--- src/rtl/dcps_pkg.sv ---
// shared types, widths and codes of the dual-wheel capture tachometer
package dcps_pkg;

  localparam int CounterWidthDefault = 16;
  localparam int CaptureWidth        = 16;
  localparam int ModulusWidth        = 16;
  localparam int MaxOvfWidth         = 8;
  localparam int ScaleWidth          = 31;
  localparam int SpeedWidth          = 32;
  // interval range: -65535 .. 256*65535, fits signed 25 bits
  localparam int IntervalWidth       = 25;
  localparam int DivisorWidth        = IntervalWidth - 1;
  localparam int CfgIndexWidth       = 2;
  localparam int CfgDataWidth        = ScaleWidth;

  localparam logic [MaxOvfWidth-1:0]  OvfCountMax    = '1;
  localparam logic [ModulusWidth-1:0] ModulusReset   = 16'd65535;
  localparam logic [MaxOvfWidth-1:0]  MaxOvfReset    = 8'd10;
  localparam logic [ScaleWidth-1:0]   ScaleReset     = 31'd1000000;

  localparam logic [CfgIndexWidth-1:0] CfgModulus    = 2'd0;
  localparam logic [CfgIndexWidth-1:0] CfgMaxOvf     = 2'd1;
  localparam logic [CfgIndexWidth-1:0] CfgScale      = 2'd2;

  typedef struct packed {
    logic                    overflow_event;
    logic                    left_capture_event;
    logic [CaptureWidth-1:0] left_capture_value;
    logic                    right_capture_event;
    logic [CaptureWidth-1:0] right_capture_value;
  } in_t;

  typedef struct packed {
    logic signed [SpeedWidth-1:0] left_speed;
    logic signed [SpeedWidth-1:0] right_speed;
  } out_t;

  typedef enum logic [1:0] {
    StIdle,
    StUpdate,
    StStart,
    StDivide
  } dcps_state_e;

  // control from the sequencer to one wheel
  typedef struct packed {
    logic load;   // request accepted: take event fields, apply overflow
    logic calc;   // apply a pending capture to the interval
  } wheel_ctl_t;

endpackage

--- src/rtl/dcps_wheel.sv ---
// per-wheel state: overflow count, previous capture and measured interval
module dcps_wheel #(
  parameter int COUNTER_WIDTH = dcps_pkg::CounterWidthDefault
) (
  input  logic                                      clk_i,
  input  logic                                      rst_ni,
  input  dcps_pkg::wheel_ctl_t                      ctl_i,
  input  logic                                      overflow_i,
  input  logic                                      capture_event_i,
  input  logic [dcps_pkg::CaptureWidth-1:0]         capture_value_i,
  input  logic [dcps_pkg::ModulusWidth-1:0]         counter_modulus_i,
  input  logic [dcps_pkg::MaxOvfWidth-1:0]          max_overflows_i,
  output logic signed [dcps_pkg::IntervalWidth-1:0] interval_o
);
  import dcps_pkg::*;

  localparam int CapWidth = (COUNTER_WIDTH < CaptureWidth) ? COUNTER_WIDTH : CaptureWidth;

  logic [CapWidth-1:0]                  cap_d, cap_q;
  logic                                 pend_d, pend_q;
  logic [CapWidth-1:0]                  prev_d, prev_q;
  logic [MaxOvfWidth-1:0]               count_d, count_q;
  logic signed [IntervalWidth-1:0]      interval_d, interval_q;
  logic [MaxOvfWidth-1:0]               count_inc;
  logic [MaxOvfWidth+ModulusWidth-1:0]  prod;

  assign count_inc = (overflow_i && (count_q != OvfCountMax)) ? count_q + 1'b1 : count_q;
  assign prod      = count_q * counter_modulus_i;

  always_comb begin
    cap_d      = cap_q;
    pend_d     = pend_q;
    prev_d     = prev_q;
    count_d    = count_q;
    interval_d = interval_q;
    if (ctl_i.load) begin
      cap_d   = capture_value_i[CapWidth-1:0];
      pend_d  = capture_event_i;
      count_d = count_inc;
      if (overflow_i && (count_inc > max_overflows_i)) begin
        interval_d = '1;
      end
    end else if (ctl_i.calc && pend_q) begin
      // wraps in the interval width; the true value always fits
      interval_d = $signed(IntervalWidth'(cap_q) - IntervalWidth'(prev_q)
                           + IntervalWidth'(prod));
      prev_d     = cap_q;
      count_d    = '0;
      pend_d     = 1'b0;
    end
  end

  always_ff @(posedge clk_i or negedge rst_ni) begin
    if (!rst_ni) begin
      pend_q     <= 1'b0;
      prev_q     <= '0;
      count_q    <= '0;
      interval_q <= '0;
    end else begin
      pend_q     <= pend_d;
      prev_q     <= prev_d;
      count_q    <= count_d;
      interval_q <= interval_d;
    end
  end

  always_ff @(posedge clk_i) begin
    cap_q <= cap_d;
  end

  assign interval_o = interval_q;

endmodule

--- src/rtl/dcps_div.sv ---
// bit-serial restoring divider, one quotient bit per cycle
module dcps_div #(
  parameter int DIVIDEND_WIDTH = dcps_pkg::ScaleWidth,
  parameter int DIVISOR_WIDTH  = dcps_pkg::DivisorWidth
) (
  input  logic                      clk_i,
  input  logic                      rst_ni,
  input  logic                      start_i,
  input  logic [DIVIDEND_WIDTH-1:0] dividend_i,
  input  logic [DIVISOR_WIDTH-1:0]  divisor_i,
  output logic                      busy_o,
  output logic [DIVIDEND_WIDTH-1:0] quotient_o
);

  localparam int CntWidth = $clog2(DIVIDEND_WIDTH + 1);

  logic [CntWidth-1:0]       cnt_d, cnt_q;
  logic [DIVISOR_WIDTH-1:0]  rem_d, rem_q;
  logic [DIVIDEND_WIDTH-1:0] quo_d, quo_q;
  logic [DIVISOR_WIDTH-1:0]  dvs_d, dvs_q;
  logic [DIVISOR_WIDTH:0]    trial;
  logic                      fits;

  // quo_q shifts dividend bits out at the top and quotient bits in at the bottom
  assign trial = {rem_q, quo_q[DIVIDEND_WIDTH-1]};
  assign fits  = (trial >= {1'b0, dvs_q});

  always_comb begin
    cnt_d = cnt_q;
    rem_d = rem_q;
    quo_d = quo_q;
    dvs_d = dvs_q;
    if (start_i) begin
      cnt_d = CntWidth'(DIVIDEND_WIDTH);
      rem_d = '0;
      quo_d = dividend_i;
      dvs_d = divisor_i;
    end else if (cnt_q != '0) begin
      cnt_d = cnt_q - 1'b1;
      rem_d = fits ? DIVISOR_WIDTH'(trial - {1'b0, dvs_q}) : trial[DIVISOR_WIDTH-1:0];
      quo_d = {quo_q[DIVIDEND_WIDTH-2:0], fits};
    end
  end

  always_ff @(posedge clk_i or negedge rst_ni) begin
    if (!rst_ni) begin
      cnt_q <= '0;
    end else begin
      cnt_q <= cnt_d;
    end
  end

  always_ff @(posedge clk_i) begin
    rem_q <= rem_d;
    quo_q <= quo_d;
    dvs_q <= dvs_d;
  end

  assign busy_o     = (cnt_q != '0);
  assign quotient_o = quo_q;

endmodule

--- src/rtl/dual_capture_period_speed.sv ---
// top level: two-wheel period tachometer built from timer capture events
//
// in channel (in_valid_i / in_ready_o / in_i) takes one timer event per
// request: an overflow flag and, per wheel, a capture flag and value.
// out channel (out_valid_o / out_ready_i / out_o) gives one request per
// event with both wheel speeds, scale / interval, or -1 when the interval
// is not positive (never measured, timed out, or negative).
// cfg channel (cfg_valid_i / cfg_ready_o / cfg_index_i / cfg_data_i)
// writes counter modulus (0), overflow limit (1) and speed scale (2);
// it is always ready; the user must write it only while the block is idle,
// which the block itself does not enforce. from input accept to output
// valid, the accept edge applies the overflow, then come the capture update
// (8x16 multiply-add), the divider load, the bit-serial dividers (one
// quotient bit per cycle, both wheels in parallel) and the output load.
// one event is in flight at a time: a new event is taken only after the
// previous result is loaded, while that result may still sit in the output
// register. if the receiver stalls, the next result waits in the dividers
// until the register frees. reset clears all wheel state but the held
// capture value, and loads the register defaults.
module dual_capture_period_speed #(
  parameter int COUNTER_WIDTH = dcps_pkg::CounterWidthDefault
) (
  input  logic                                clk_i,
  input  logic                                rst_ni,
  input  logic                                in_valid_i,
  output logic                                in_ready_o,
  input  dcps_pkg::in_t                       in_i,
  output logic                                out_valid_o,
  input  logic                                out_ready_i,
  output dcps_pkg::out_t                      out_o,
  input  logic                                cfg_valid_i,
  output logic                                cfg_ready_o,
  input  logic [dcps_pkg::CfgIndexWidth-1:0]  cfg_index_i,
  input  logic [dcps_pkg::CfgDataWidth-1:0]   cfg_data_i
);
  import dcps_pkg::*;

  dcps_state_e                     state_d, state_q;
  wheel_ctl_t                      wheel_ctl;
  logic                            div_start;
  logic                            out_load;
  logic                            out_valid_d, out_valid_q;
  out_t                            out_d, out_q;
  logic [ModulusWidth-1:0]         modulus_q;
  logic [MaxOvfWidth-1:0]          max_ovf_q;
  logic [ScaleWidth-1:0]           scale_q;
  logic signed [IntervalWidth-1:0] left_interval, right_interval;
  logic                            left_busy, right_busy;
  logic [ScaleWidth-1:0]           left_quo, right_quo;
  logic                            in_accept;

  assign cfg_ready_o = 1'b1;
  assign in_accept   = in_valid_i && in_ready_o;

  always_ff @(posedge clk_i or negedge rst_ni) begin
    if (!rst_ni) begin
      modulus_q <= ModulusReset;
      max_ovf_q <= MaxOvfReset;
      scale_q   <= ScaleReset;
    end else if (cfg_valid_i) begin
      unique case (cfg_index_i)
        CfgModulus: modulus_q <= cfg_data_i[ModulusWidth-1:0];
        CfgMaxOvf:  max_ovf_q <= cfg_data_i[MaxOvfWidth-1:0];
        CfgScale:   scale_q   <= cfg_data_i[ScaleWidth-1:0];
        default:    ;
      endcase
    end
  end

  always_comb begin
    state_d        = state_q;
    in_ready_o     = 1'b0;
    wheel_ctl.load = 1'b0;
    wheel_ctl.calc = 1'b0;
    div_start      = 1'b0;
    out_load       = 1'b0;
    unique case (state_q)
      StIdle: begin
        in_ready_o     = 1'b1;
        wheel_ctl.load = in_valid_i;
        if (in_valid_i) begin
          state_d = StUpdate;
        end
      end
      StUpdate: begin
        wheel_ctl.calc = 1'b1;
        state_d        = StStart;
      end
      StStart: begin
        div_start = 1'b1;
        state_d   = StDivide;
      end
      StDivide: begin
        if (!left_busy && !right_busy && (!out_valid_q || out_ready_i)) begin
          out_load = 1'b1;
          state_d  = StIdle;
        end
      end
      default: state_d = StIdle;
    endcase
  end

  always_ff @(posedge clk_i or negedge rst_ni) begin
    if (!rst_ni) begin
      state_q <= StIdle;
    end else begin
      state_q <= state_d;
    end
  end

  dcps_wheel #(.COUNTER_WIDTH(COUNTER_WIDTH)) u_left (
    .clk_i,
    .rst_ni,
    .ctl_i             (wheel_ctl),
    .overflow_i        (in_i.overflow_event),
    .capture_event_i   (in_i.left_capture_event),
    .capture_value_i   (in_i.left_capture_value),
    .counter_modulus_i (modulus_q),
    .max_overflows_i   (max_ovf_q),
    .interval_o        (left_interval)
  );

  dcps_wheel #(.COUNTER_WIDTH(COUNTER_WIDTH)) u_right (
    .clk_i,
    .rst_ni,
    .ctl_i             (wheel_ctl),
    .overflow_i        (in_i.overflow_event),
    .capture_event_i   (in_i.right_capture_event),
    .capture_value_i   (in_i.right_capture_value),
    .counter_modulus_i (modulus_q),
    .max_overflows_i   (max_ovf_q),
    .interval_o        (right_interval)
  );

  // a non-positive divisor is still fed; its quotient is replaced below
  dcps_div #(.DIVIDEND_WIDTH(ScaleWidth), .DIVISOR_WIDTH(DivisorWidth)) u_left_div (
    .clk_i,
    .rst_ni,
    .start_i    (div_start),
    .dividend_i (scale_q),
    .divisor_i  (left_interval[DivisorWidth-1:0]),
    .busy_o     (left_busy),
    .quotient_o (left_quo)
  );

  dcps_div #(.DIVIDEND_WIDTH(ScaleWidth), .DIVISOR_WIDTH(DivisorWidth)) u_right_div (
    .clk_i,
    .rst_ni,
    .start_i    (div_start),
    .dividend_i (scale_q),
    .divisor_i  (right_interval[DivisorWidth-1:0]),
    .busy_o     (right_busy),
    .quotient_o (right_quo)
  );

  always_comb begin
    out_d.left_speed  = (left_interval > 0) ? $signed({1'b0, left_quo}) : '1;
    out_d.right_speed = (right_interval > 0) ? $signed({1'b0, right_quo}) : '1;
    out_valid_d       = out_load ? 1'b1 : (out_ready_i ? 1'b0 : out_valid_q);
  end

  always_ff @(posedge clk_i or negedge rst_ni) begin
    if (!rst_ni) begin
      out_valid_q <= 1'b0;
    end else begin
      out_valid_q <= out_valid_d;
    end
  end

  always_ff @(posedge clk_i) begin
    if (out_load) begin
      out_q <= out_d;
    end
  end

  assign out_valid_o = out_valid_q;
  assign out_o       = out_q;

  // an accepted request always moves on to the capture update
  a_accept_update: assert property (@(posedge clk_i) disable iff (!rst_ni)
    in_accept |=> state_q == StUpdate)
    else $error("accepted request did not enter update");

  // both dividers run in lockstep
  a_div_lockstep: assert property (@(posedge clk_i) disable iff (!rst_ni)
    state_q == StDivide |-> left_busy == right_busy)
    else $error("dividers out of step");

  // a speed is either non-negative or the -1 marker
  a_speed_range: assert property (@(posedge clk_i) disable iff (!rst_ni)
    out_valid_o |-> ((!out_o.left_speed[SpeedWidth-1] || (out_o.left_speed == '1)) &&
                     (!out_o.right_speed[SpeedWidth-1] || (out_o.right_speed == '1))))
    else $error("speed out of range");

  // a new result only comes from a finished division
  a_out_source: assert property (@(posedge clk_i) disable iff (!rst_ni)
    out_load |-> (state_q == StDivide) && !left_busy && !right_busy)
    else $error("output loaded while dividing");

  // the output register is never overwritten while it still holds a result
  a_no_overwrite: assert property (@(posedge clk_i) disable iff (!rst_ni)
    (out_valid_q && !out_ready_i) |-> !out_load)
    else $error("pending result overwritten");

endmodule

--- config.mk ---
export PLATFORM = sky130hd
export DESIGN_NAME = dual_capture_period_speed
export DESIGN_NICKNAME = d
export VERILOG_FILES = /design/src/rtl/dcps_pkg.sv /design/src/rtl/dcps_wheel.sv /design/src/rtl/dcps_div.sv /design/src/rtl/dual_capture_period_speed.sv
export SDC_FILE = /design/constraint.sdc
export NUM_CORES = 1
export LEC_CHECK = 0
export BUFFER_PORTS_ARGS = -buffer_cell sky130_fd_sc_hd__buf_2
export CORE_MARGIN = 2
export CORE_UTILIZATION = 35
export DETAILED_ROUTE_END_ITERATION = 10
export HOLD_SLACK_MARGIN = 0.12
export SLEW_MARGIN = 5
export SYNTH_ARGS = -nofsm -noshare
export SYNTH_HDL_FRONTEND = slang
export SYNTH_SLANG_ARGS = --single-unit
--- constraint.sdc ---
create_clock -name clk_i -period 6.75 [get_ports clk_i]
set_input_delay 0.3375 -clock clk_i [delete_from_list [all_inputs] [get_ports clk_i]]
set_output_delay 0.3375 -clock clk_i [all_outputs]
set_load 0.01 [all_outputs]
* Word level (Yosys, flattened, before mapping)
Cells that the tools add are included.
** Word-level totals
- Bits in writable memories :: 0
- Input bits :: 73
- Register bits after elaboration :: 422
- Memories :: 0
- Logic and storage cells :: 125
- Memory bits (read-only) :: 0
- Bits in latches :: 0
- Output and inout port bits :: 67
** Cells by class
- Reductions and logical operators :: 29
- Mux-type cells :: 39
- Shifts and indexed selects :: 0
- Magnitude comparators :: 6
- Divide/modulo/power cells :: 0
- Add/sub/neg operators :: 10
- Multiply operators :: 2
- Equality and inequality tests :: 11
- Bitwise logic cells :: 1
** Operator list (count)
- two-way mux 25 bit :: 6
- two-way mux 31 bit :: 4
- two-way mux 32 bit :: 2
- adder 25 x 24 -> 25 bit :: 2
- >= comparator 25 x 24 -> 1 bit :: 2
- > comparator 25 x 1 -> 1 bit (second input constant) :: 2
- multiplier 8 x 16 -> 24 bit :: 2
- two-way mux 24 bit :: 2
- two-way mux 8 bit :: 6
- subtractor 24 bit :: 2
- subtractor 16 x 16 -> 17 bit :: 2
- two-way mux 5 bit :: 4
- adder 8 x 1 -> 8 bit (second input constant) :: 2
- > comparator 8 bit :: 2
- != test 8 bit (second input constant) :: 2
- AND reduction 2 bit :: 8
- two-way mux 1 bit :: 12
- nonzero test 2 bit :: 5
- nonzero test 5 bit :: 2
- subtractor 5 x 1 -> 5 bit (second input constant) :: 2
- logical AND 1 bit :: 8
- case mux 2 bit (4 select lines) :: 1
- == test 2 bit (second input constant) :: 3
- != test 2 bit (second input constant) :: 3
- other kinds (7) :: 12

* Depth between registers and ports, before layout
Gate-level depths: netlist of run 1.
- Depth after elaboration :: 7
- Depth in mapped cells :: 27
- Mapped depth without buffers :: 27

* Hierarchy
A second synthesis of run 1 with hierarchy kept.
** Second synthesis, totals
- Cell total of the unflattened synthesis :: 3012
- Area total of the unflattened synthesis :: 30808.3 um2
** Modules (own cells, without submodules)
- dcps_wheel at u_left :: cells each 949, sequential area each 1731.7 um2, instances 1, area each 8440.6 um2
- dcps_wheel at u_right :: cells each 878, sequential area each 1731.7 um2, instances 1, area each 8036.5 um2
- dual_capture_period_speed :: cells each 298, sequential area each 3404.5 um2, instances 1, area each 4802.1 um2
- dcps_div at u_left_div :: cells each 443, sequential area each 2257.2 um2, instances 1, area each 4772.1 um2
- dcps_div at u_right_div :: cells each 444, sequential area each 2257.2 um2, instances 1, area each 4757.1 um2

* Worst setup path after synthesis of run 1
OpenSTA, ideal clock, no wires.
- Path kind :: register -> register
- Start point :: reg u_left.prev_q[1]
- End point :: reg u_left.interval_q[22] (netlist: u_left.interval_o[22])
- Arrival time :: 6.068 ns
- Path buffers :: 0
- Setup slack :: 0.562 ns
- Stages on the path, launching flop included :: 27
- Library setup time :: 0.120 ns
- Data required time :: 6.630 ns
- Clock period less this slack :: 6.188 ns
- Path through :: dfrtp_1 inv_1 ha_1 nor2b_1 o21a_1 o21ai_0 a211oi_1 nor3_1 nor3_1 a211o_1 a21oi_1 xor2_1 fa_1 fa_1 fa_1 fa_1 inv_1 ha_1 a21o_1 a21oi_1 inv_1 a21oi_1 o21ai_0 a41o_1 a2111oi_0 o21ai_0 o211a_1
** On the way
- Word-level cells in the longest chain between the ends :: 4
** RTL lines
- from (decl) :: line dcps_wheel.sv:21 : logic [CapWidth-1:0] prev_d, prev_q;
- from (signal assigned) :: line dcps_wheel.sv:61 : prev_q <= prev_d;
- subtractor 16 x 16 -> 17 bit :: line dcps_wheel.sv:45 : interval_d = $signed(IntervalWidth'(cap_q) - IntervalWidth'(prev_q)
- adder 25 x 24 -> 25 bit :: line dcps_wheel.sv:46 : + IntervalWidth'(prod));
- two-way mux 25 bit :: line dcps_wheel.sv:43 : end else if (ctl_i.calc && pend_q) begin
- two-way mux 25 bit :: line dcps_wheel.sv:36 : if (ctl_i.load) begin
- to (signal assigned) :: line dcps_wheel.sv:63 : interval_q <= interval_d;
- to (decl) :: line dcps_wheel.sv:23 : logic signed [IntervalWidth-1:0] interval_d, interval_q;
Every way passes these cells. The select of a mux whose other input is x is not followed.
A chain may end at the register's enable or synchronous reset.

* Worst setup path after layout of run 1
- Start point :: reg u_right.prev_q[0]
- End point :: reg u_right.interval_q[24] (netlist: u_right.interval_o[24])
** On the way
- Word-level cells in the longest chain between the ends :: 4
** RTL lines (line)
- from (decl) :: dcps_wheel.sv:21
- from (signal assigned) :: dcps_wheel.sv:61
- subtractor 16 x 16 -> 17 bit :: dcps_wheel.sv:45
- adder 25 x 24 -> 25 bit :: dcps_wheel.sv:46
- two-way mux 25 bit :: dcps_wheel.sv:43
- two-way mux 25 bit :: dcps_wheel.sv:36
- to (signal assigned) :: dcps_wheel.sv:63
- to (decl) :: dcps_wheel.sv:23
Every way passes these cells. The select of a mux whose other input is x is not followed.

==> metrics, run 1 <==
die area a little under 0.09 mm^2; via count roughly 21k; post-route ant nets 0; starting DRC count in detailed routing 1283; Hold Vio Cnt, Final 0; num ports 140; final setup violation count 0; Final period util about 95%; # port buffers 138; share of cells above drive strength 1 around an eighth; Worst IR Drop VDD between 0.3 and 0.4 mV; global placement routability congestion 0.862; pins over their slew limit 0; clock slew at reported path FFs roughly 0.060 ns; clock skew approximately 0.06 ns; Mapped Cells between 2k and 3k; Seq/Total Area, Yosys between 30% and 40%; CTS max path bufs 3; GR Overflow Total 0; Leakage ~15 nW; maxcap violations 0; family with the most delay on the worst path adder cells; Final Util about two fifths; Buf+Inv Stages, Crit Path 1; Post-synth EDFFs between 200 and 250; final setup margin approximately 0.33 ns; Area contributors post-synth edfxtp_1, fa_1, dfrtp_1; Netlist cell types between 80 and 90; total track usage 16.9%; clock latency on the worst-skew pair ~0.62 ns; fmax 0.156 GHz; ys flop type edfxtp_1; Post-Syn Area just under 0.03 mm^2; CTS tree built; vias in the first global route 21.1k; layout overhead on the synthesized area 14.3%; Ys Warns 0; most frequent cell after synthesis inv_1; hold path startpoint in_valid_i; Post-DP HPWL approximately 54000 um; number of synthesized register bits around 420; Setup crit end kind flop; total power density per cell area 521 mW/mm^2; worst min path class primary input to flop; Final min period 6.42 ns; Storage cell area roughly 0.011 mm^2; final setup TNS 0 ns; DR pass1 iterations 5; Slew HR approximately 30%; worst reg2reg path startpoint u_right.prev_q[0]$_DFFE_PN0P_; slowest stage cell, crit path fa_1; drt via density approximately 4.9; Synth top area share a little over a fifth; initial antenna violation count 3; Routed WL per cell about 17 um; height of the die between 200 and 300 um; root buffer cell clkbuf_16; H-tree depth 2; uppermost layer routed met4; Core ar. about 0.084 mm^2; # DRC 0; Met2 Wirelength 33900 um; CP max stage delay just under 0.6 ns; first-pass GRT wire length around 120000 um; Initial Util between 30 and 40%; largest net degree at the start of global routing 172; Metal-1 WL 34600 um; Final nets between 3k and 4k; Worst EP arrival 6.85 ns; standard-cell rows between 100 and 150; actual slew at the worst max-slew pin around 1.0 ns; critical path, cell by cell ha_1 > fa_2 > nor2b_1 > o21ai_0 > a21boi_1 > o211ai_1 > a21oi_2 > nor3_1 > or3_1 > xor2_1 > fa_1 > fa_1 > fa_1 > fa_1 > inv_1 > ha_1 > or2_2 > a311o_1 > a21o_1 > nand4_1 > a31o_2 > o21ai_1 > xnor2_1 > a21oi_1; Sink Count between 400 and 500; Post-Synthesis Net Count ~3.5k; post-synth top area cell edfxtp_1; syn avg cell area between 9 and 10 um^2; FFs w/ async S/R, synth about 40%; commonest cells in the netlist inv_1, nand2_1, fa_1, edfxtp_1, ha_1; post-placement setup slack ~0.12 ns; startpoint types flop; Crit. Startpoint u_right.prev_q[0]$_DFFE_PN0P_; Routed WL between 70000 and 80000 um; Hold Slack around 0.21 ns; Data required, critical path 7.18 ns; area occupied by multi-input gates roughly 0.016 mm^2; CTS Buf Count 47; Critical Path Most Common Cell fa_1; wire length on met3 ~2700 um; status finished clean; maximum net fanout on the critical path 4; Setup CP Type flop to flop; Die W 295 um; # fillers 8325
-- worst reg2reg max path: stages, from the launching register on --
cell and delay [ns]:
dfrtp_1 0.38, ha_1 0.23, fa_2 0.36, nor2b_1 0.11, o21ai_0 0.10, a21boi_1 0.19
o211ai_1 0.17, a21oi_2 0.19, nor3_1 0.09, or3_1 0.38, xor2_1 0.17, fa_1 0.58
fa_1 0.46, fa_1 0.51, fa_1 0.49, inv_1 0.04, ha_1 0.31, or2_2 0.32
a311o_1 0.35, a21o_1 0.19, nand4_1 0.12, a31o_2 0.18, o21ai_1 0.08, xnor2_1 0.16
a21oi_1 0.09
-- cells in the final DEF (no fill, tap or decap), types with 21 or more instances in the layout --
cell and count:
dfstp_2 25, nand4_1 21, nand2_1 347, xnor2_1 46, inv_1 424, a211oi_1 21
clkbuf_16 47, mux2_2 56, a21o_1 35, ha_1 195, dfrtp_1 143, dlygate4sd3_1 67
fa_1 213, o21a_1 22, nand2b_1 90, nor2b_1 21, and2_1 119, a21oi_1 125
buf_2 137, xor2_1 58, nor3_1 23, buf_4 32, nand3_1 44, o21ai_0 160
edfxtp_1 206, dfxtp_1 48, nor2_1 156
-- stage by stage --
stage / cell area (um^2) / cells / total power [W]
5_1_grt: 34000 / 4325 / 0.0195
6_report: 34000 / 4326 / 0.0177
3_5_place_dp: 31600 / 4168 / 0.0149
4_1_cts: 33900 / 4322 / 0.0177
2_1_floorplan: 29700 / 2988 / 0.0125
3_3_place_gp: 31600 / 4168 / 0.0148
-- final timing paths --
kind,cells past startpoint,slack [ns],to
setup / recovery,24,0.33,u_right.interval_o[24]$_DFFE_PN0P_
hold / removal,5,0.21,state_q[1]$_DFFE_PN0P_
setup reg to reg,24,0.33,u_right.interval_o[24]$_DFFE_PN0P_
hold reg to reg,0,0.46,u_left_div.dvs_q[17]$_DFFE_PP_
max in group asynchronous,3,5.06,u_left.prev_q[3]$_DFFE_PN0P_
min in group asynchronous,2,0.36,u_right.interval_o[17]$_DFFE_PN0P_
-- flip-flops by register name, summed over array words and instances, names as in the netlist, 16 cells and up --
register / count
modulus_q: 16
u_left.cap_q: 16
u_right_div.quotient_o: 31
u_right.prev_q: 16
scale_q: 31
u_right.cap_q: 16
u_left_div.rem_q: 24
u_left.prev_q: 16
u_right.interval_o: 25
u_left_div.dvs_q: 24
u_right_div.dvs_q: 24
u_left.interval_o: 25
u_right_div.rem_q: 24
out_o: 64
u_left_div.quotient_o: 31
-- cell type report --
cell class	count	share of cell area [%]
inverters	425	4.70
clock buffers	62	3.75
well taps	1134	4.18
diodes	1	0.00737
repair buffers	238	4.80
multi-input cells	2018	48.2
flip-flops and latches	422	33.5
clock inverters	26	0.906
-- cell families (layout without fill, tap and decap cells) --
group,count (synthesis),after routing,share of synthesized area (%)
compound gates,537,537,11.7
xor+xnor,104,104,3.07
fa+ha+maj,414,414,22.9
buf+inv,548,751,7.08
flops,422,422,38.3
mux,65,65,2.43
other cells,1,2,0.0126
simple gates,897,897,14.5
-- routing by layer --
layer  track usage [%]  vias to the layer above
met1              23.7                    10400
met4              5.10                        0
met5                 0                        -
li1                  -                    10300
met3              2.09                       91
met2              27.5                      369
-- what timing repair did --
action | in CTS | in global routing
endpoints found under the setup margin | 0 | 16
resized for setup | 0 | 28
hold endpoints to repair | 140 | 1
hold buffers | 66 | 1
buffers inserted | 0 | 2
-- power by group --
part | switching (W) | internal (W)
registers | 0.000642 | 0.00379
clock network | 0.00113 | 0.00147
logic | 0.00617 | 0.00450
Power figures use the tool's default switching activity.
==> run 2: changes to the inputs <==
--- a/config.mk
+++ b/config.mk
@@ -10,6 +10,7 @@
 export CORE_UTILIZATION = 35
 export DETAILED_ROUTE_END_ITERATION = 10
 export HOLD_SLACK_MARGIN = 0.12
+export RECOVER_POWER = 100
 export SLEW_MARGIN = 5
 export SYNTH_ARGS = -nofsm -noshare
 export SYNTH_HDL_FRONTEND = slang
==> run 2 against run 1 <==
The flow now finishes with violations (max-capacitance violations, max-slew violations). Fmax is essentially flat. Global-route usage unchanged. Combinational power hardly changed. Sequential cell count unchanged. Sequential share of layout area rose by 0.25 points. Register-to-register slack is essentially flat. Via count is 0.28% higher. Clock skew barely moved. Critical endpoint unchanged. Final cell count hardly changed.
==> metrics, run 2 (synthesized netlist as in run 1, its figures left out) <==
Initial Util a little over a third; vias in the first global route 21.1k; Worst EP arrival between 6 and 7 ns; Final nets 3639; startpoint types flop; Hold Vio Cnt, Final 0; layout overhead on the synthesized area 13.5%; clock skew just under 0.06 ns; GR Overflow Total 0; first-pass GRT wire length between 100000 and 150000 um; Setup CP Type flop to flop; critical path, cell by cell ha_1 > fa_2 > nor2b_1 > o21ai_0 > a21boi_1 > o211ai_1 > a21oi_2 > nor3_1 > or3_1 > xor2_1 > fa_1 > fa_1 > fa_1 > fa_1 > inv_1 > ha_1 > or2_2 > a311o_1 > a21o_1 > nand4_1 > a31o_2 > o21ai_1 > xnor2_1 > a21oi_1; final std cells w/o fill roughly 4.3k; num ports 140; Final min period around 6.4 ns; Slew HR -212%; Hold Slack between 0.2 and 0.25 ns; pins over their slew limit between 500 and 600; commonest non-fill, non-tap cell in the layout inv_1; largest net degree at the start of global routing 172; Die W 295 um; via count approximately 21k; CP max stage delay 0.58 ns; initial antenna violation count 3; CTS tree built; post-placement setup slack ~0.12 ns; status complete, but fails checks; final setup violation count 0; starting DRC count in detailed routing 1155; worst reg2reg path startpoint u_right.prev_q[0]$_DFFE_PN0P_; Final Util 40.2%; CTS max path bufs 3; drt via density roughly 4.9; max reg flops 64; n_diodes 0; Leakage around 14 nW; # port buffers about 140; failing checks max-capacitance violations, max-slew violations; clock latency on the worst-skew pair between 0.6 and 0.7 ns; Routed WL ~73000 um; root buffer cell clkbuf_16; CTS Buf Count 47; placed insts roughly 4.2k; family with the most delay on the worst path adder cells; share of cells above drive strength 1 under 10%; actual slew at the worst max-slew pin about 4.7 ns; Buf+Inv Stages, Crit Path 1; worst min path class primary input to flop; Worst IR Drop VDD between 0.3 and 0.4 mV; Post-DP HPWL 53600 um; hold path startpoint in_valid_i; H-tree depth 2; final setup margin 0.329 ns; maximum net fanout on the critical path 4; clock slew at reported path FFs 0.06 ns; # fillers ~8.4k; total power density per cell area 523 mW/mm^2; total track usage 16.9%; DR pass1 iterations 5; Critical Path Most Common Cell fa_1; most frequent cells in the layout inv_1, nand2_1, fa_1; Data required, critical path just over 7 ns; fmax 0.156 GHz; post-route ant nets 0; global placement routability congestion approximately 0.86; die area ~0.087 mm^2; Crit. Startpoint u_right.prev_q[0]$_DFFE_PN0P_; Setup crit end kind flop; maxcap violations 10; Routed WL per cell 16.9 um; Sink Count between 400 and 500; Final period util between 90% and 100%; height of the die between 200 and 300 um; # DRC 0; Core ar. around 0.084 mm^2; standard-cell rows 106; slowest stage cell, crit path fa_1
[run 2: cell types whose count changed in the layout (fill, tap and decap cells not counted), moves of 2 or more]
cell      delta
a211oi_1    +11
a211oi_2    -11
buf_2       -78
buf_4       -13
clkbuf_1    +87
clkbuf_2     +5
dfstp_1     +16
dfstp_2     -16
nor3_1       +2
nor3_2       -2
[run 2: repair_timing]
item	in CTS	in global routing
hold buffers	66	1
gates resized for setup	0	28
setup buffers	0	2
hold endpoints to repair	140	1
endpoints found under the setup margin	0	16
[run 2: metrics by stage]
stage	TNS, ns	area, um^2	power (W)
6_report	0	33700	0.0176
5_1_grt	-0.0464	33700	0.0195
4_1_cts	0	33900	0.0177
3_5_place_dp	0	31600	0.0149
3_3_place_gp	0	31600	0.0148
2_1_floorplan	0	29700	0.0125
[run 2: layer usage]
layer / up-vias / share of wire [%] / GRT usage [%]
li1: 10300 / - / -
met1: 10400 / 47 / 23.7
met2: 407 / 46 / 27.5
met3: 99 / 3.9 / 2.09
met4: 0 / 3.0 / 5.10
met5: - / 0 / 0
[run 2: worst paths after layout]
check,endpoint,slack [ns],cells after the start
min,state_q[1]$_DFFE_PN0P_,0.20,5
min reg2reg,u_left_div.dvs_q[17]$_DFFE_PP_,0.46,0
max,u_right.interval_o[24]$_DFFE_PN0P_,0.33,24
min in group asynchronous,scale_q[20]$_DFFE_PN0P_,2.00,2
max in group asynchronous,u_left.prev_q[3]$_DFFE_PN0P_,1.35,3
max reg2reg,u_right.interval_o[24]$_DFFE_PN0P_,0.33,24
[run 2: worst register-to-register path, stage by stage, from the launching register on]
cell	delay, ns
dfrtp_1	0.38
ha_1	0.23
fa_2	0.36
nor2b_1	0.12
o21ai_0	0.10
a21boi_1	0.19
o211ai_1	0.17
a21oi_2	0.19
nor3_1	0.09
or3_1	0.38
xor2_1	0.17
fa_1	0.58
fa_1	0.46
fa_1	0.51
fa_1	0.49
inv_1	0.04
ha_1	0.31
or2_2	0.32
a311o_1	0.35
a21o_1	0.19
nand4_1	0.12
a31o_2	0.18
o21ai_1	0.08
xnor2_1	0.16
a21oi_1	0.09
[run 2: area by class of cell]
type | count | area [um^2] | area share, %
Multi-Input combinational cell | 2018 | 16300 | 48.3
Sequential cell | 422 | 11400 | 33.8
Inverter | 425 | 1600 | 4.73
Timing Repair Buffer | 238 | 1470 | 4.35
Tap cell | 1134 | 1420 | 4.21
Clock buffer | 62 | 1270 | 3.77
Clock inverter | 26 | 308 | 0.913
[run 2: where the power goes]
part	switching (W)	total [W]	internal [W]
Clock	0.00113	0.00260	0.00147
Sequential	0.000642	0.00445	0.00381
Combinational	0.00614	0.0106	0.00445
==> run 3: changes to the inputs <==
--- a/config.mk
+++ b/config.mk
@@ -5,10 +5,10 @@
 export SDC_FILE = /design/constraint.sdc
 export NUM_CORES = 1
 export LEC_CHECK = 0
-export BUFFER_PORTS_ARGS = -buffer_cell sky130_fd_sc_hd__buf_2
 export CORE_MARGIN = 2
 export CORE_UTILIZATION = 35
 export DETAILED_ROUTE_END_ITERATION = 10
+export DONT_BUFFER_PORTS = 1
 export HOLD_SLACK_MARGIN = 0.12
 export RECOVER_POWER = 100
 export SLEW_MARGIN = 5
==> run 3 against run 2 <==
The flow still finishes with violations (max-capacitance violations, max-slew violations). Clock skew shrank 0.0042 ns. Critical path type unchanged. Critical endpoint is now u_left.interval_o[22]$_DFFE_PN0P_. Sequential cell count is the same. Non-clock buffer count shrank 137. Sequential power is essentially flat. Clock-buffer cell count grew 3. Register-to-register slack lost 0.06 ns. Setup slack lost 0.056 ns. Global-route usage shrank 0.41 points.
==> metrics, run 3 (synthesized netlist as in run 1, its figures left out) <==
status complete, but fails checks; failing checks max-capacitance violations, max-slew violations; max reg flops 64; initial antenna violation count 3; root buffer cell clkbuf_16; most frequent cells in the layout inv_1, nand2_1, fa_1; height of the die about 300 um; reg2reg end u_left.interval_o[22]$_DFFE_PN0P_; maximum net fanout on the critical path 4; H-tree depth 2; starting DRC count in detailed routing about 1.3k; drt via density between 4 and 5; worst reg2reg path startpoint u_left.prev_q[0]$_DFFE_PN0P_; Worst EP arrival around 6.9 ns; share of cells above drive strength 1 7.31%; Crit. Startpoint u_left.prev_q[0]$_DFFE_PN0P_; Sink Count about 420; maxcap violations 10; Leakage 14.1 nW; # port buffers 0; die area roughly 0.087 mm^2; internal power about 0.01 W; total track usage between 10% and 20%; fmax 0.154 GHz; final setup margin 0.273 ns; Hold Vio Cnt, Final 0; Worst IR Drop VDD 0.274 mV; Final nets between 3k and 4k; RSZ-0062 raised after global routing yes; first-pass GRT wire length 114000 um; Initial Util 35.5%; worst min path class primary input to flop; # fillers between 8k and 9k; global placement routability congestion 0.847; Sequential Power Share about a quarter; # DRC 0; commonest non-fill, non-tap cell in the layout inv_1; Final min period roughly 6.5 ns; final setup violation count 0; Setup crit end kind flop; placed insts ~4.0k; fin area ~0.033 mm^2; Sw Ratio between 40% and 50%; Routed WL per cell ~17 um; post-placement setup slack between 0.1 and 0.15 ns; Setup CP Type flop to flop; reg2reg path depth 26; Switching Power approximately 0.0079 W; Post-DP HPWL about 52000 um; Gate power share 60.0%; clock slew at reported path FFs 0.06 ns; setup slack, reg-to-reg roughly 0.27 ns; startpoint types flop; clock latency on the worst-skew pair roughly 0.63 ns; total power density per cell area approximately 530 mW/mm^2; DR pass1 iterations 5; CTS Buf Count 46; Die W around 300 um; Final period util roughly 96%; via count approximately 20k; Worst Setup EP u_left.interval_o[22]$_DFFE_PN0P_; pins over their slew limit around 600; Clock Power Share 14.9%; Hold Slack 0.162 ns; clock skew 0.0547 ns; GR Overflow Total 0; CTS tree built; Routed WL 71000 um; Slew HR -203%; vias in the first global route 20.3k; Core ar. ~0.084 mm^2; standard-cell rows roughly 110; total power approximately 0.018 W; layout overhead on the synthesized area 11.9%; Data required, critical path just over 7 ns; actual slew at the worst max-slew pin between 4 and 5 ns; num ports between 100 and 150; CTS max path bufs 3; largest net degree at the start of global routing between 150 and 200; Placement Cell Area between 0.03 and 0.04 mm^2; final std cells w/o fill 4187; post-route ant nets 0
run 3: stage by stage:
step | util [%] | TNS, ns
after global placement | 36.9 | 0
after floorplan | - | 0
after global routing | 39.7 | -0.191
after CTS | 39.6 | 0
after detailed placement | 36.9 | 0
final | 39.7 | 0
run 3: power groups by stage:
stage	registers (W)	clock network (W)	logic (W)
CTS	0.00444	0.00271	0.0106
floorplan	0.00415	0	0.00831
detailed placement	0.00449	0	0.0104
global route	0.00455	0.00280	0.0122
finish	0.00444	0.00264	0.0106
global placement	0.00446	0	0.0103
run 3: layout make-up:
| class | count | area [um^2] | area share (%) |
|---|---|---|---|
| inverters | 425 | 1600 | 4.80 |
| diodes | 1 | 2.50 | 0.00753 |
| clock buffers | 65 | 1300 | 3.92 |
| well taps | 1134 | 1420 | 4.27 |
| flip-flops and latches | 422 | 11400 | 34.2 |
| clock inverters | 21 | 307 | 0.922 |
| multi-input cells | 2018 | 16300 | 49.2 |
| repair buffers | 101 | 896 | 2.69 |
run 3: worst max-delay path, stage by stage, from the launching register on:
cell,delay (ns)
dfrtp_1,0.38
ha_1,0.23
fa_2,0.36
nor2b_1,0.11
o21ai_0,0.11
a21oi_1,0.18
o21a_1,0.18
a21bo_2,0.15
nand4_1,0.16
a31oi_2,0.30
a31oi_2,0.15
xor2_1,0.21
fa_1,0.46
fa_1,0.53
fa_1,0.44
fa_1,0.55
inv_1,0.04
ha_1,0.24
a21o_1,0.18
a21oi_1,0.14
inv_1,0.07
a21oi_2,0.19
o21ai_1,0.12
a41o_1,0.29
a2111oi_2,0.32
o21ai_1,0.11
o211a_1,0.18
run 3: worst min path at each step:
stage,startpoint,to,slack [ns],cells past startpoint
2_1_floorplan,rst_ni,max_ovf_q[0]$_DFFE_PN0P_,0.04,0
3_3_place_gp,rst_ni,u_right.prev_q[7]$_DFFE_PN0P_,0.06,0
3_5_place_dp,rst_ni,u_right.prev_q[6]$_DFFE_PN0P_,0.06,0
4_1_cts,in_i[34],u_right.count_q[0]$_DFFE_PN0P_,0.13,5
5_1_grt,out_ready_i,out_valid_o$_DFFE_PN0P_,0.15,2
6_report,in_i[34],u_right.count_q[0]$_DFFE_PN0P_,0.16,5
run 3: layer usage:
layer | part of all wire (%) | track usage, % | vias up
met5 | 0.018 | 0 | -
met4 | 2.7 | 4.83 | 2
met3 | 3.8 | 2.54 | 83
met2 | 47 | 26.8 | 316
met1 | 47 | 22.9 | 9990
li1 | - | - | 9999
run 3: timing repair:
item | 4_1_cts | 5_1_grt
setup buffers | 0 | 1
resized for setup | 0 | 24
setup endpoints to repair | 0 | 16
hold buffers | 69 | 0
hold endpoints to repair | 262 | 0
